==> src/rtl/lpfp_pkg.sv <==
`timescale 1ns / 1ps

package lpfp_pkg;

  // Parser phases
  localparam logic [1:0] PhPrefix = 2'd0;
  localparam logic [1:0] PhHeader = 2'd1;
  localparam logic [1:0] PhName   = 2'd2;
  localparam logic [1:0] PhText   = 2'd3;

  // Result status codes
  localparam logic [2:0] StHdr      = 3'd0;
  localparam logic [2:0] StName     = 3'd1;
  localparam logic [2:0] StText     = 3'd2;
  localparam logic [2:0] StRange    = 3'd3;
  localparam logic [2:0] StMismatch = 3'd4;

  // Frame layout
  localparam logic [31:0] HeaderBytes    = 32'd12;
  localparam logic [3:0]  PrefixLastIdx  = 4'd3;
  localparam logic [3:0]  TypeEndIdx     = 4'd4;
  localparam logic [3:0]  NameEndIdx     = 4'd8;
  localparam logic [3:0]  HeaderLastIdx  = 4'd11;
  localparam logic [31:0] DefaultMaxBody = 32'd32 << 20;

  // One result beat
  typedef struct packed {
    logic [2:0]  status;
    logic [7:0]  payload_byte;
    logic        frame_end;
    logic [31:0] message_type;
  } result_t;

endpackage

==> src/rtl/lpfp_parse.sv <==
`timescale 1ns / 1ps

module lpfp_parse (
  input  logic               clk_i,
  input  logic               rst_ni,
  input  logic               step_i,
  input  logic [7:0]         data_byte_i,
  input  logic [31:0]        max_body_len_i,
  output lpfp_pkg::result_t  result_o
);

  logic [1:0]  phase_q, phase_d;
  logic [3:0]  header_index_q, header_index_d;
  logic [31:0] body_length_q, body_length_d;
  logic [31:0] type_word_q, type_word_d;
  logic [31:0] name_length_q, name_length_d;
  logic [31:0] text_length_q, text_length_d;
  logic [31:0] bytes_left_q, bytes_left_d;

  logic [31:0] body_shift;
  logic [31:0] left_dec;
  logic [33:0] header_sum;
  logic        restart;

  assign body_shift = {body_length_q[23:0], data_byte_i};
  assign left_dec   = bytes_left_q - 32'd1;
  // Wide sum of header and both lengths, without wrap
  assign header_sum = 34'(lpfp_pkg::HeaderBytes) + 34'(name_length_q)
                    + 34'({text_length_q[23:0], data_byte_i});

  // Decode one byte against the current phase
  always_comb begin
    phase_d        = phase_q;
    header_index_d = header_index_q;
    body_length_d  = body_length_q;
    type_word_d    = type_word_q;
    name_length_d  = name_length_q;
    text_length_d  = text_length_q;
    bytes_left_d   = bytes_left_q;
    restart        = 1'b0;
    result_o       = '{status: lpfp_pkg::StHdr, payload_byte: 8'd0,
                       frame_end: 1'b0, message_type: 32'd0};

    unique case (phase_q)
      lpfp_pkg::PhPrefix: begin
        body_length_d = body_shift;
        if (header_index_q >= lpfp_pkg::PrefixLastIdx) begin
          if (body_shift < lpfp_pkg::HeaderBytes || body_shift > max_body_len_i) begin
            result_o.status = lpfp_pkg::StRange;
            restart         = 1'b1;
          end else begin
            phase_d        = lpfp_pkg::PhHeader;
            header_index_d = 4'd0;
          end
        end else begin
          header_index_d = header_index_q + 4'd1;
        end
      end
      lpfp_pkg::PhHeader: begin
        if (header_index_q < lpfp_pkg::TypeEndIdx) begin
          type_word_d = {type_word_q[23:0], data_byte_i};
        end else if (header_index_q < lpfp_pkg::NameEndIdx) begin
          name_length_d = {name_length_q[23:0], data_byte_i};
        end else begin
          text_length_d = {text_length_q[23:0], data_byte_i};
        end
        if (header_index_q >= lpfp_pkg::HeaderLastIdx) begin
          // Only the text length can still change on the last header byte
          if (header_sum != {2'b00, body_length_q}) begin
            result_o.status = lpfp_pkg::StMismatch;
            restart         = 1'b1;
          end else if (name_length_q != 32'd0) begin
            phase_d      = lpfp_pkg::PhName;
            bytes_left_d = name_length_q;
          end else if (text_length_d != 32'd0) begin
            phase_d      = lpfp_pkg::PhText;
            bytes_left_d = text_length_d;
          end else begin
            result_o.frame_end    = 1'b1;
            result_o.message_type = type_word_q;
            restart               = 1'b1;
          end
        end else begin
          header_index_d = header_index_q + 4'd1;
        end
      end
      lpfp_pkg::PhName: begin
        result_o.status       = lpfp_pkg::StName;
        result_o.payload_byte = data_byte_i;
        bytes_left_d          = left_dec;
        if (left_dec == 32'd0) begin
          if (text_length_q != 32'd0) begin
            phase_d      = lpfp_pkg::PhText;
            bytes_left_d = text_length_q;
          end else begin
            result_o.frame_end    = 1'b1;
            result_o.message_type = type_word_q;
            restart               = 1'b1;
          end
        end
      end
      default: begin
        result_o.status       = lpfp_pkg::StText;
        result_o.payload_byte = data_byte_i;
        bytes_left_d          = left_dec;
        if (left_dec == 32'd0) begin
          result_o.frame_end    = 1'b1;
          result_o.message_type = type_word_q;
          restart               = 1'b1;
        end
      end
    endcase

    // Drop all frame state after an error or a finished frame
    if (restart) begin
      phase_d        = lpfp_pkg::PhPrefix;
      header_index_d = 4'd0;
      body_length_d  = 32'd0;
      type_word_d    = 32'd0;
      name_length_d  = 32'd0;
      text_length_d  = 32'd0;
      bytes_left_d   = 32'd0;
    end
  end

  // Advance frame state on each accepted beat
  always_ff @(posedge clk_i or negedge rst_ni) begin
    if (!rst_ni) begin
      phase_q        <= lpfp_pkg::PhPrefix;
      header_index_q <= 4'd0;
      body_length_q  <= 32'd0;
      type_word_q    <= 32'd0;
      name_length_q  <= 32'd0;
      text_length_q  <= 32'd0;
      bytes_left_q   <= 32'd0;
    end else if (step_i) begin
      phase_q        <= phase_d;
      header_index_q <= header_index_d;
      body_length_q  <= body_length_d;
      type_word_q    <= type_word_d;
      name_length_q  <= name_length_d;
      text_length_q  <= text_length_d;
      bytes_left_q   <= bytes_left_d;
    end
  end

  // Prefix counter never runs past the last prefix byte
  a_prefix_idx: assert property (@(posedge clk_i) disable iff (!rst_ni)
    (phase_q == lpfp_pkg::PhPrefix) |-> (header_index_q <= lpfp_pkg::PrefixLastIdx))
    else $error("prefix byte counter out of range");

  // Name and text phases always have bytes outstanding
  a_left_nonzero: assert property (@(posedge clk_i) disable iff (!rst_ni)
    (phase_q == lpfp_pkg::PhName || phase_q == lpfp_pkg::PhText) |-> (bytes_left_q != 32'd0))
    else $error("payload phase with no bytes left");

  // An error restarts the parser at the prefix
  a_error_restart: assert property (@(posedge clk_i) disable iff (!rst_ni)
    (step_i && (result_o.status == lpfp_pkg::StRange ||
                result_o.status == lpfp_pkg::StMismatch))
    |=> (phase_q == lpfp_pkg::PhPrefix && header_index_q == 4'd0 && body_length_q == 32'd0))
    else $error("parser did not restart after error");

  // Frame end only on a good beat, followed by a clean prefix
  a_frame_end: assert property (@(posedge clk_i) disable iff (!rst_ni)
    (step_i && result_o.frame_end)
    |=> (phase_q == lpfp_pkg::PhPrefix && type_word_q == 32'd0 && bytes_left_q == 32'd0))
    else $error("frame end did not restart the parser");

endmodule

==> src/rtl/length_prefixed_frame_parser.sv <==
`timescale 1ns / 1ps

// Length-prefixed frame parser.
// Input channel: one raw stream byte per beat on data_byte_i (in_valid_i /
// in_ready_o). Output channel: one result beat per input beat with status,
// payload byte, frame end flag and message type (out_valid_o / out_ready_i).
// Config channel: cfg_valid_i / cfg_ready_o writes max_body_len from
// cfg_data_i; it is always ready and is meant to be written while idle.
// The result of an accepted byte is registered and appears in the next cycle.
// Throughput: one byte per cycle unless a result stalls; the frame state
// update and length checks are combinational ahead of the result register.
// Stall: while a result waits and out_ready_i is low, in_ready_o drops, so
// the result register holds and no byte is lost. in_ready_o follows
// out_ready_i combinationally when a result is pending.
// Reset: the parser starts at a length prefix with all frame state cleared,
// no result pending, and max_body_len at 32 MiB.
module length_prefixed_frame_parser (
  input  logic        clk_i,
  input  logic        rst_ni,
  input  logic        cfg_valid_i,
  output logic        cfg_ready_o,
  input  logic [31:0] cfg_data_i,
  input  logic        in_valid_i,
  output logic        in_ready_o,
  input  logic [7:0]  data_byte_i,
  output logic        out_valid_o,
  input  logic        out_ready_i,
  output logic [2:0]  status_o,
  output logic [7:0]  payload_byte_o,
  output logic        frame_end_o,
  output logic [31:0] message_type_o
);

  logic [31:0]       max_body_len_q;
  logic              out_valid_q;
  lpfp_pkg::result_t result_q;
  lpfp_pkg::result_t step_result;
  logic              in_accept;

  assign cfg_ready_o = 1'b1;
  assign in_ready_o  = !out_valid_q || out_ready_i;
  assign in_accept   = in_valid_i && in_ready_o;

  // Hold the length cap
  always_ff @(posedge clk_i or negedge rst_ni) begin
    if (!rst_ni) begin
      max_body_len_q <= lpfp_pkg::DefaultMaxBody;
    end else if (cfg_valid_i) begin
      max_body_len_q <= cfg_data_i;
    end
  end

  lpfp_parse u_parse (
    .clk_i          (clk_i),
    .rst_ni         (rst_ni),
    .step_i         (in_accept),
    .data_byte_i    (data_byte_i),
    .max_body_len_i (max_body_len_q),
    .result_o       (step_result)
  );

  // Result register: load on accept, clear valid once taken
  always_ff @(posedge clk_i or negedge rst_ni) begin
    if (!rst_ni) begin
      out_valid_q <= 1'b0;
    end else if (in_accept) begin
      out_valid_q <= 1'b1;
    end else if (out_ready_i) begin
      out_valid_q <= 1'b0;
    end
  end

  always_ff @(posedge clk_i) begin
    if (in_accept) begin
      result_q <= step_result;
    end
  end

  assign out_valid_o    = out_valid_q;
  assign status_o       = result_q.status;
  assign payload_byte_o = result_q.payload_byte;
  assign frame_end_o    = result_q.frame_end;
  assign message_type_o = result_q.message_type;

  // A stalled result is never overwritten by a new beat
  a_no_overwrite: assert property (@(posedge clk_i) disable iff (!rst_ni)
    (out_valid_q && !out_ready_i) |-> !in_accept)
    else $error("result overwritten while stalled");

  // Every accepted beat shows up as a result in the next cycle
  a_result_follows: assert property (@(posedge clk_i) disable iff (!rst_ni)
    in_accept |=> out_valid_q)
    else $error("accepted beat produced no result");

  // A stalled result holds its contents
  a_result_hold: assert property (@(posedge clk_i) disable iff (!rst_ni)
    (out_valid_q && !out_ready_i) |=> $stable(result_q))
    else $error("stalled result changed");

endmodule

==> config.mk <==
export PLATFORM = sky130hd
export DESIGN_NAME = length_prefixed_frame_parser
export DESIGN_NICKNAME = d
export VERILOG_FILES = /design/src/rtl/lpfp_pkg.sv /design/src/rtl/lpfp_parse.sv /design/src/rtl/length_prefixed_frame_parser.sv
export SDC_FILE = /design/constraint.sdc
export NUM_CORES = 1
export LEC_CHECK = 0
export ABC_AREA = 1
export ABC_CLOCK_PERIOD_IN_PS = 4500
export BUFFER_PORTS_ARGS = -buffer_cell sky130_fd_sc_hd__buf_2
export CAP_MARGIN = 40
export CORE_UTILIZATION = 60
export CTS_BUF_LIST = sky130_fd_sc_hd__clkbuf_4 sky130_fd_sc_hd__clkbuf_8 sky130_fd_sc_hd__clkbuf_16
export DETAILED_ROUTE_END_ITERATION = 8
export PLACE_DENSITY = 0.8
export SETUP_SLACK_MARGIN = 0.2
export SLEW_MARGIN = 15
export SYNTH_ARGS = -nofsm -noshare
export SYNTH_HDL_FRONTEND = slang
export SYNTH_HIERARCHICAL = 1
export SYNTH_SLANG_ARGS = --single-unit
==> constraint.sdc <==
create_clock -name clk_i -period 4.5 [get_ports clk_i]
set_input_delay 0.225 -clock clk_i [delete_from_list [all_inputs] [get_ports clk_i]]
set_output_delay 0.225 -clock clk_i [all_outputs]
set_load 0.02 [all_outputs]
==> key figures, run 1 <==
Status
  – Status: completed

Synthesis
  – Largest family of logic cells by synthesized area: simple AND/OR/NAND/NOR gates
  – Sequential element share of the synthesized area: a little over a third
  – Xor and xnor area share after synthesis: around 2.7%
  – Mux share of post-synthesis cell area: 0%
  – Compound-Gate Fraction of Synth Area: 10.1%
  – Syn Inst Count: ~2600
  – Synth Area in Adders: roughly 7.1%
  – Mapped Nets: 2780
  – FF+latch count, synth: ~240
  – Warnings from Yosys: 6
  – Avg Synthesized Cell Area: slightly below 7 sq um
  – Distinct cells, synth: 57
  – Post-synthesis simple-gate area fraction: 34.2%
  – Post-Synthesis Cell Area: 18200 sq um

Clock network
  – Bufs on Longest Clock Path: 3
  – CTS tree: yes
  – H-Tree Level Count: 1
  – Root buf cell: clkbuf_16
  – Clk_lat worst skew: between 0.5 and 0.6 ns
  – Worst-path clk slew: about 0.060 ns
  – Clock tree sinks: 243
  – Num CTS Buffers: 28

Job
  – Maxcap violations: 0

Cells and area
  – Antenna Diode Count: 0
  – Nets: 2884
  – Area Overhead vs Synth: 12.3%
  – Fraction of layout cells with a size suffix above 1: a little over a tenth
  – Fin cells: roughly 3100
  – Final Util: 68.6%
  – Final design area excluding fillers: slightly above 20000 sq um

Detailed routing
  – Post-DR wirelength/cell: around 17 microns
  – DR vias: 18100
  – Initial DRT Pass Iterations: 6
  – Routed Antenna Nets: 0
  – Vias per cell: roughly 5.8
  – WL final: around 53000 microns
  – DR iter-0 viols: between 2000 and 2500
  – DRC viols: 0

Place
  – Final HPWL DP: approximately 38000 microns
  – Final estimated routing congestion in global placement: 0.957
  – Placed Cells incl. Taps: roughly 3100
  – Placement Cell Area: around 19000 sq um
  – IO Port Bufs: 90

STA
  – Final min period: between 4 and 5 ns
  – Max frequency: approximately 240 MHz
  – Normalized max-slew margin: a little under half
  – Crit share post-route: between 90% and 100%
  – Setup_tns: 0 ns
  – Max Slew Vio Count: 0
  – Finish-stage setup viols: 0
  – Hold WS: between 0.09 and 0.1 ns
  – Unrepaired setup endpoints after global routing: yes
  – Max Clock Skew: between 0.02 and 0.03 ns
  – Hold Fails Final Rpt: 0
  – Worst-Margin Slew: about 0.82 ns

Worst setup path
  – Crit Path Max Fanout: 10
  – Worst reg2reg setup slack: between 0.4 and 0.5 ns
  – Critical path class: register to register
  – Worst setup EP type: register
  – Worst path required time: 4.98 ns
  – Startpoint Class: register
  – Crit path DAT: between 4 and 5 ns

Global routing
  – GR Layer Usage met3: between 3 and 4%
  – Met2 usage: between 50 and 60%
  – Grt ovf: 0
  – Total GRT Usage: about a third
  – Largest net degree at the start of global routing: 125
  – Vias in the first global route: approximately 17000
  – Initial antenna violation count: 0
  – Grt peak-use layer: met2
  – Met1 GRT Util: approximately 45%
  – First-pass GRT wire length: approximately 85000 microns

Power
  – Peak VDD IR: just over 0.0004 V
  – PD cells: around 650 nW/um^2
  – P_leak: approximately 0.011 uW

Floorplanning
  – Die Wd: around 180 microns
  – Die area: 31000 sq um
  – FP Rows: 63
  – Die extent in y: 176 microns
  – Initial Util: 61.1%
  – IO Pins: between 90 and 100
  – Core box area: approximately 30000 sq um

Worst hold path
  – Hold WC Path Type: input pin to register
-- Yosys cell counts (all sizes together) --
| master | number | share of area, % |
|---|---|---|
| edfxtp | 44 | 7.3 |
| conb | 1 | 0.021 |
| a21o | 2 | 0.083 |
| dfstp | 1 | 0.14 |
| o2111ai | 1 | 0.048 |
| o21ai | 183 | 5.7 |
| o22ai | 24 | 1.5 |
| nand3b | 7 | 0.29 |
| o21a | 5 | 0.21 |
| a211oi | 1 | 0.041 |
| xnor2 | 21 | 1.1 |
| or2 | 3 | 0.10 |
| o211ai | 2 | 0.083 |
| a31oi | 2 | 0.069 |
| buf | 63 | 2.5 |
| nand2 | 816 | 17 |
| inv | 371 | 7.7 |
| nand3 | 217 | 6.1 |
| clkinv | 1 | 0.021 |
| nor3 | 12 | 0.42 |
| dfrtp | 198 | 27 |
| a21oi | 69 | 1.9 |
| and2 | 1 | 0.034 |
| o2111a | 1 | 0.062 |
| fa | 1 | 0.11 |
| ha | 102 | 7.0 |
| xor2 | 32 | 1.6 |
| nand4 | 74 | 2.6 |
| clkbuf | 44 | 0.91 |
| nor4 | 26 | 0.90 |
| nor2 | 299 | 6.7 |
| and3 | 1 | 0.034 |
| o21bai | 7 | 0.35 |
-- per-layer routing --
metal | wire [microns] | vias up | part of all wire, %
met4 | 2270 | 0 | 4.2
met1 | 21800 | 8429 | 41
met3 | 3860 | 166 | 7.2
li1 | - | 8660 | -
met2 | 25500 | 860 | 48
met5 | 0 | - | 0
-- layout by cell type (no fill, tap or decap), types with 68 or more instances in the layout --
master,n
a21oi_1,68
buf_2,89
dfrtp_1,197
ha_1,102
inv_1,366
nand2_1,806
nand3_1,213
nand4_1,73
nor2_1,282
o21ai_0,139
-- final timing paths --
check / startpoint / end / cells past startpoint
min in group asynchronous: rst_ni / u_parse/bytes_left_q[25] / 2
min reg2reg: max_body_len_q[25] / max_body_len_q[25] / 2
max in group asynchronous: rst_ni / max_body_len_q[11] / 3
min: data_byte_i[1] / payload_byte_o[1] / 3
max reg2reg: u_parse/name_length_q[1] / u_parse/body_length_q[1] / 25
max: u_parse/name_length_q[1] / u_parse/body_length_q[1] / 25
-- worst max-delay path, stage by stage, from the launching register on --
cell and delay (ns):
dfrtp_1 0.42, ha_1 0.29, ha_1 0.24, fa_1 0.43, nand2_1 0.09, nand3_1 0.10, nand3_1 0.08, nand2_1 0.12
nand2_1 0.10, nand2_1 0.13, nand2_1 0.12, nand2_1 0.07, nand2_1 0.06, nand3_1 0.06, nor2_1 0.11, nand2_1 0.06
nor2_1 0.18, nand3_2 0.20, nand2_4 0.15, nand3_4 0.15, buf_6 0.20, o21ai_4 0.16, buf_12 0.14, buf_12 0.13
nor2_1 0.05, a21oi_1 0.15
-- kinds of logic after synthesis --
group                      count (synthesis)
other                                      1
buffers and inverters                    479
adders and majority gates                103
and+or+nand+nor                         1456
xor gates and xnor gates                  53
AOI/OAI and AO/OA                        297
DFF                                      243
-- power breakdown --
group	switching (uW)	leakage (uW)	internal [uW]
clock	979	0.000468	1410
combinational	4920	0.00721	2450
sequential	740	0.00301	2860
-- cell type report --
cell class	count	area [sq um]
clock buffers	37	781
clock inverters	15	193
fillers	2541	9320
inverters	372	1400
flip-flops and latches	243	6300
multi-input cells	1913	9920
well taps	390	488
repair buffers	178	1320
-- stage by stage --
| step | power [uW] | setup slack (ns) |
|---|---|---|
| finish | 13400 | 0.408 |
| global route | 14300 | 0.166 |
| CTS | 13000 | 0.240 |
| detailed placement | 10600 | 0.222 |
| global placement | 10400 | 0.324 |
| floorplan | 8700 | 0.448 |
-- what timing repair did --
action	in CTS	in global routing
hold endpoints to repair	103	0
setup buffers	0	4
hold buffers	35	0
setup endpoints to repair	0	162
gates resized for setup	0	8
-- registers in the layout, indices dropped and copies added (netlist names), 2 cells and up --
register	count
message_type_o	32
u_parse/body_length_q	32
max_body_len_q	32
payload_byte_o	8
status_o	3
u_parse/header_index_q	4
u_parse/text_length_q	32
u_parse/type_word_q	32
u_parse/phase_q	2
u_parse/name_length_q	32
u_parse/bytes_left_q	32
No activity file was read; power rests on OpenSTA's default activity.
==> inputs of run 2 (changes only) <==
--- a/config.mk
+++ b/config.mk
@@ -8,10 +8,11 @@
 export ABC_AREA = 1
 export ABC_CLOCK_PERIOD_IN_PS = 4500
-export BUFFER_PORTS_ARGS = -buffer_cell sky130_fd_sc_hd__buf_2
 export CAP_MARGIN = 40
 export CORE_UTILIZATION = 60
 export CTS_BUF_LIST = sky130_fd_sc_hd__clkbuf_4 sky130_fd_sc_hd__clkbuf_8 sky130_fd_sc_hd__clkbuf_16
+export CTS_CLUSTER_DIAMETER = 30
 export DETAILED_ROUTE_END_ITERATION = 8
-export PLACE_DENSITY = 0.8
+export DONT_BUFFER_PORTS = 1
+export PLACE_DENSITY = 0.78
 export SETUP_SLACK_MARGIN = 0.2
 export SLEW_MARGIN = 15
==> constraint.sdc (replaced) <==
create_clock -name clk_i -period 4.5 [get_ports clk_i]
set_input_delay 0.45 -clock clk_i [delete_from_list [all_inputs] [get_ports clk_i]]
set_output_delay 0.45 -clock clk_i [all_outputs]
set_load 0.02 [all_outputs]
==> key figures, run 2 (synthesis results as in run 1) <==
Status
  – Status: complete, but fails checks
  – Failing checks: hold timing

Clock network
  – CTS tree: yes
  – Num CTS Buffers: 54
  – Bufs on Longest Clock Path: 3
  – Root buf cell: clkbuf_16
  – H-Tree Level Count: 2
  – Setup bufs post-CTS: 0
  – Clock tree sinks: between 200 and 250
  – Hold buffer count at CTS: 29
  – Worst-path clk slew: approximately 0.050 ns
  – Clk_lat worst skew: ~0.59 ns

Detailed routing
  – DRC viols: 0
  – M1 WL: approximately 22000 microns
  – Routed Antenna Nets: 0
  – Post-DR wirelength/cell: between 15 and 20 microns
  – Metal3 WL: between 4000 and 5000 microns
  – DR iter-0 viols: about 1900
  – DR vias: between 15000 and 20000
  – Uppermost layer routed: met4
  – WL final: around 55000 microns
  – Initial DRT Pass Iterations: 8
  – Vias per cell: ~6
  – Met2 routed wirelength: 26600 microns

Cells and area
  – Antenna Diode Count: 0
  – Fin cells: around 3100
  – Most frequent cells in the layout: nand2_1 (806), inv_1 (366), nor2_1 (281)
  – Fraction of layout cells with a size suffix above 1: about a tenth
  – Area Overhead vs Synth: 14.5%
  – Nets: 2805
  – Most common cell after layout, fill and taps aside: nand2_1

STA
  – Hold Fails Final Rpt: 199
  – Finish-stage setup viols: 0
  – Max Slew Vio Count: 0
  – Crit share post-route: between 90% and 100%
  – Hold WS: -0.422 ns
  – Max frequency: roughly 240 MHz
  – Final min period: 4.12 ns
  – Normalized max-slew margin: 44.9%
  – Worst-Margin Slew: ~0.83 ns
  – Max Clock Skew: approximately 0.032 ns
  – Unrepaired setup endpoints after global routing: no
  – Setup WS post-layout: about 0.38 ns
  – Setup_tns: 0 ns

Global routing
  – Largest net degree at the start of global routing: 200
  – Grt ovf: 0
  – First-pass GRT wire length: 88300 microns
  – Vias in the first global route: approximately 17000
  – Total GRT Usage: ~36%
  – Initial antenna violation count: 0

Worst setup path
  – Slowest-stage cell, CP: fa_1
  – Delay-heaviest family, CP: simple AND/OR/NAND/NOR gates
  – Crit Path Max Fanout: 35
  – Worst setup EP type: register
  – Crit-path max cell delay: around 0.43 ns
  – Worst path cell trace: ha_1, ha_1, fa_1, nand2_1, nand3_1, nand3_1, nand2_1, nand2_1, nand2_1, nand2_1, nand2_1, nand2_1, nand3_1, nor2_1, nand2_1, nor2_1, nand3_2, nand2_2, nand3_4, nor2_4, nand2_4, buf_4, nand4_1, nand2_1
  – Crit path DAT: about 4.6 ns
  – Cell mode on critical path: nand2_1
  – Startpoint Class: register
  – WP buf/inv: 1
  – Critical path class: register to register
  – Worst path required time: ~4.9 ns

Power
  – Peak VDD IR: between 0.0004 and 0.0005 V
  – Power Internal: 8140 uW
  – PD cells: 728 nW/um^2
  – Register share of total power: 24.4%
  – Sw frac: 46.2%
  – Clock network power share: between 20% and 30%
  – Part of the power in combinational logic: a little under half
  – P_leak: approximately 0.011 uW
  – Switch Pwr: 6990 uW
  – Final total power: 15100 uW

Floorplanning
  – FP Rows: 63
  – Initial Util: 61.1%
  – Die area: roughly 31000 sq um
  – Die Wd: ~180 microns
  – Core box area: 29700 sq um
  – IO Pins: 92
  – Die extent in y: 176 microns

Place
  – Dpl ws: roughly 0.24 ns
  – Final estimated routing congestion in global placement: between 0.9 and 1
  – IO Port Bufs: 0
  – Final HPWL DP: approximately 38000 microns
  – Placed Cells incl. Taps: 2958

Job
  – Maxcap violations: 0

Worst hold path
  – Hold WC Path Type: input pin to asynchronous set/reset pin
## run 2: changes by cell type in the layout (fill, tap and decap cells not counted), moves of 4 or more
cell           delta
dlygate4sd3_1     -7
bufinv_16         +6
buf_4             -5
clkbuf_16        +24
clkinv_2         +11
clkbuf_8          +4
buf_2            -89
## run 2: what timing repair did
action / in CTS / in global routing
setup endpoints to repair: 0 / 151
gates resized for setup: 0 / 11
hold endpoints to repair: 230 / 199
## run 2: final timing paths
path / startpoint / endpoint / slack, ns / depth (start not counted)
max: u_parse/name_length_q[1] / u_parse/bytes_left_q[5] / 0.38 / 24
min: rst_ni / u_parse/bytes_left_q[17] / -0.42 / 0
max reg2reg: u_parse/name_length_q[1] / u_parse/bytes_left_q[5] / 0.38 / 24
min reg2reg: u_parse/type_word_q[0] / u_parse/type_word_q[0] / 0.47 / 2
max in group asynchronous: rst_ni / max_body_len_q[25] / 4.56 / 0
min in group clk_i: cfg_valid_i / max_body_len_q[8] / 0.01 / 2
## run 2: area by class of cell
class / count / area, sq um
clock buffers: 70 / 1520
clock inverters: 32 / 452
fillers: 2364 / 8930
inverters: 372 / 1400
multi-input cells: 1914 / 9960
flip-flops and latches: 243 / 6300
well taps: 390 / 488
repair buffers: 72 / 676
## run 2: power groups by stage
stage	Combinational, uW	Sequential (uW)	Clock, uW
2_1_floorplan	5320	3380	0
3_3_place_gp	6600	3660	0
3_5_place_dp	6770	3670	0
4_1_cts	6890	3650	4220
5_1_grt	8010	3750	4340
6_report	7230	3700	4210
## run 2: routing by layer
metal / up-vias / track usage [%]
met4: 0 / 17.2
met1: 8438 / 45.0
met5: - / 0
met3: 193 / 5.43
li1: 8518 / -
met2: 939 / 59.8
## run 2: per-stage QoR
stage	instance area, sq um	hold WS, ns	util (%)
floorplan	18200	0.154	-
CTS	20700	-0.434	69.6
finish	20800	-0.422	70.0
detailed placement	18400	0.162	62.0
global route	20800	-0.435	70.0
global placement	18400	0.162	62.0
## run 2: worst reg2reg max path, stage by stage, from the launching register on
cell and delay, ns:
dfrtp_1 0.41, ha_1 0.29, ha_1 0.25, fa_1 0.43, nand2_1 0.11, nand3_1 0.11
nand3_1 0.09, nand2_1 0.12, nand2_1 0.11, nand2_1 0.10, nand2_1 0.12, nand2_1 0.07
nand2_1 0.06, nand3_1 0.06, nor2_1 0.13, nand2_1 0.07, nor2_1 0.16, nand3_2 0.18
nand2_2 0.16, nand3_4 0.14, nor2_4 0.23, nand2_4 0.09, buf_4 0.25, nand4_1 0.16
nand2_1 0.09
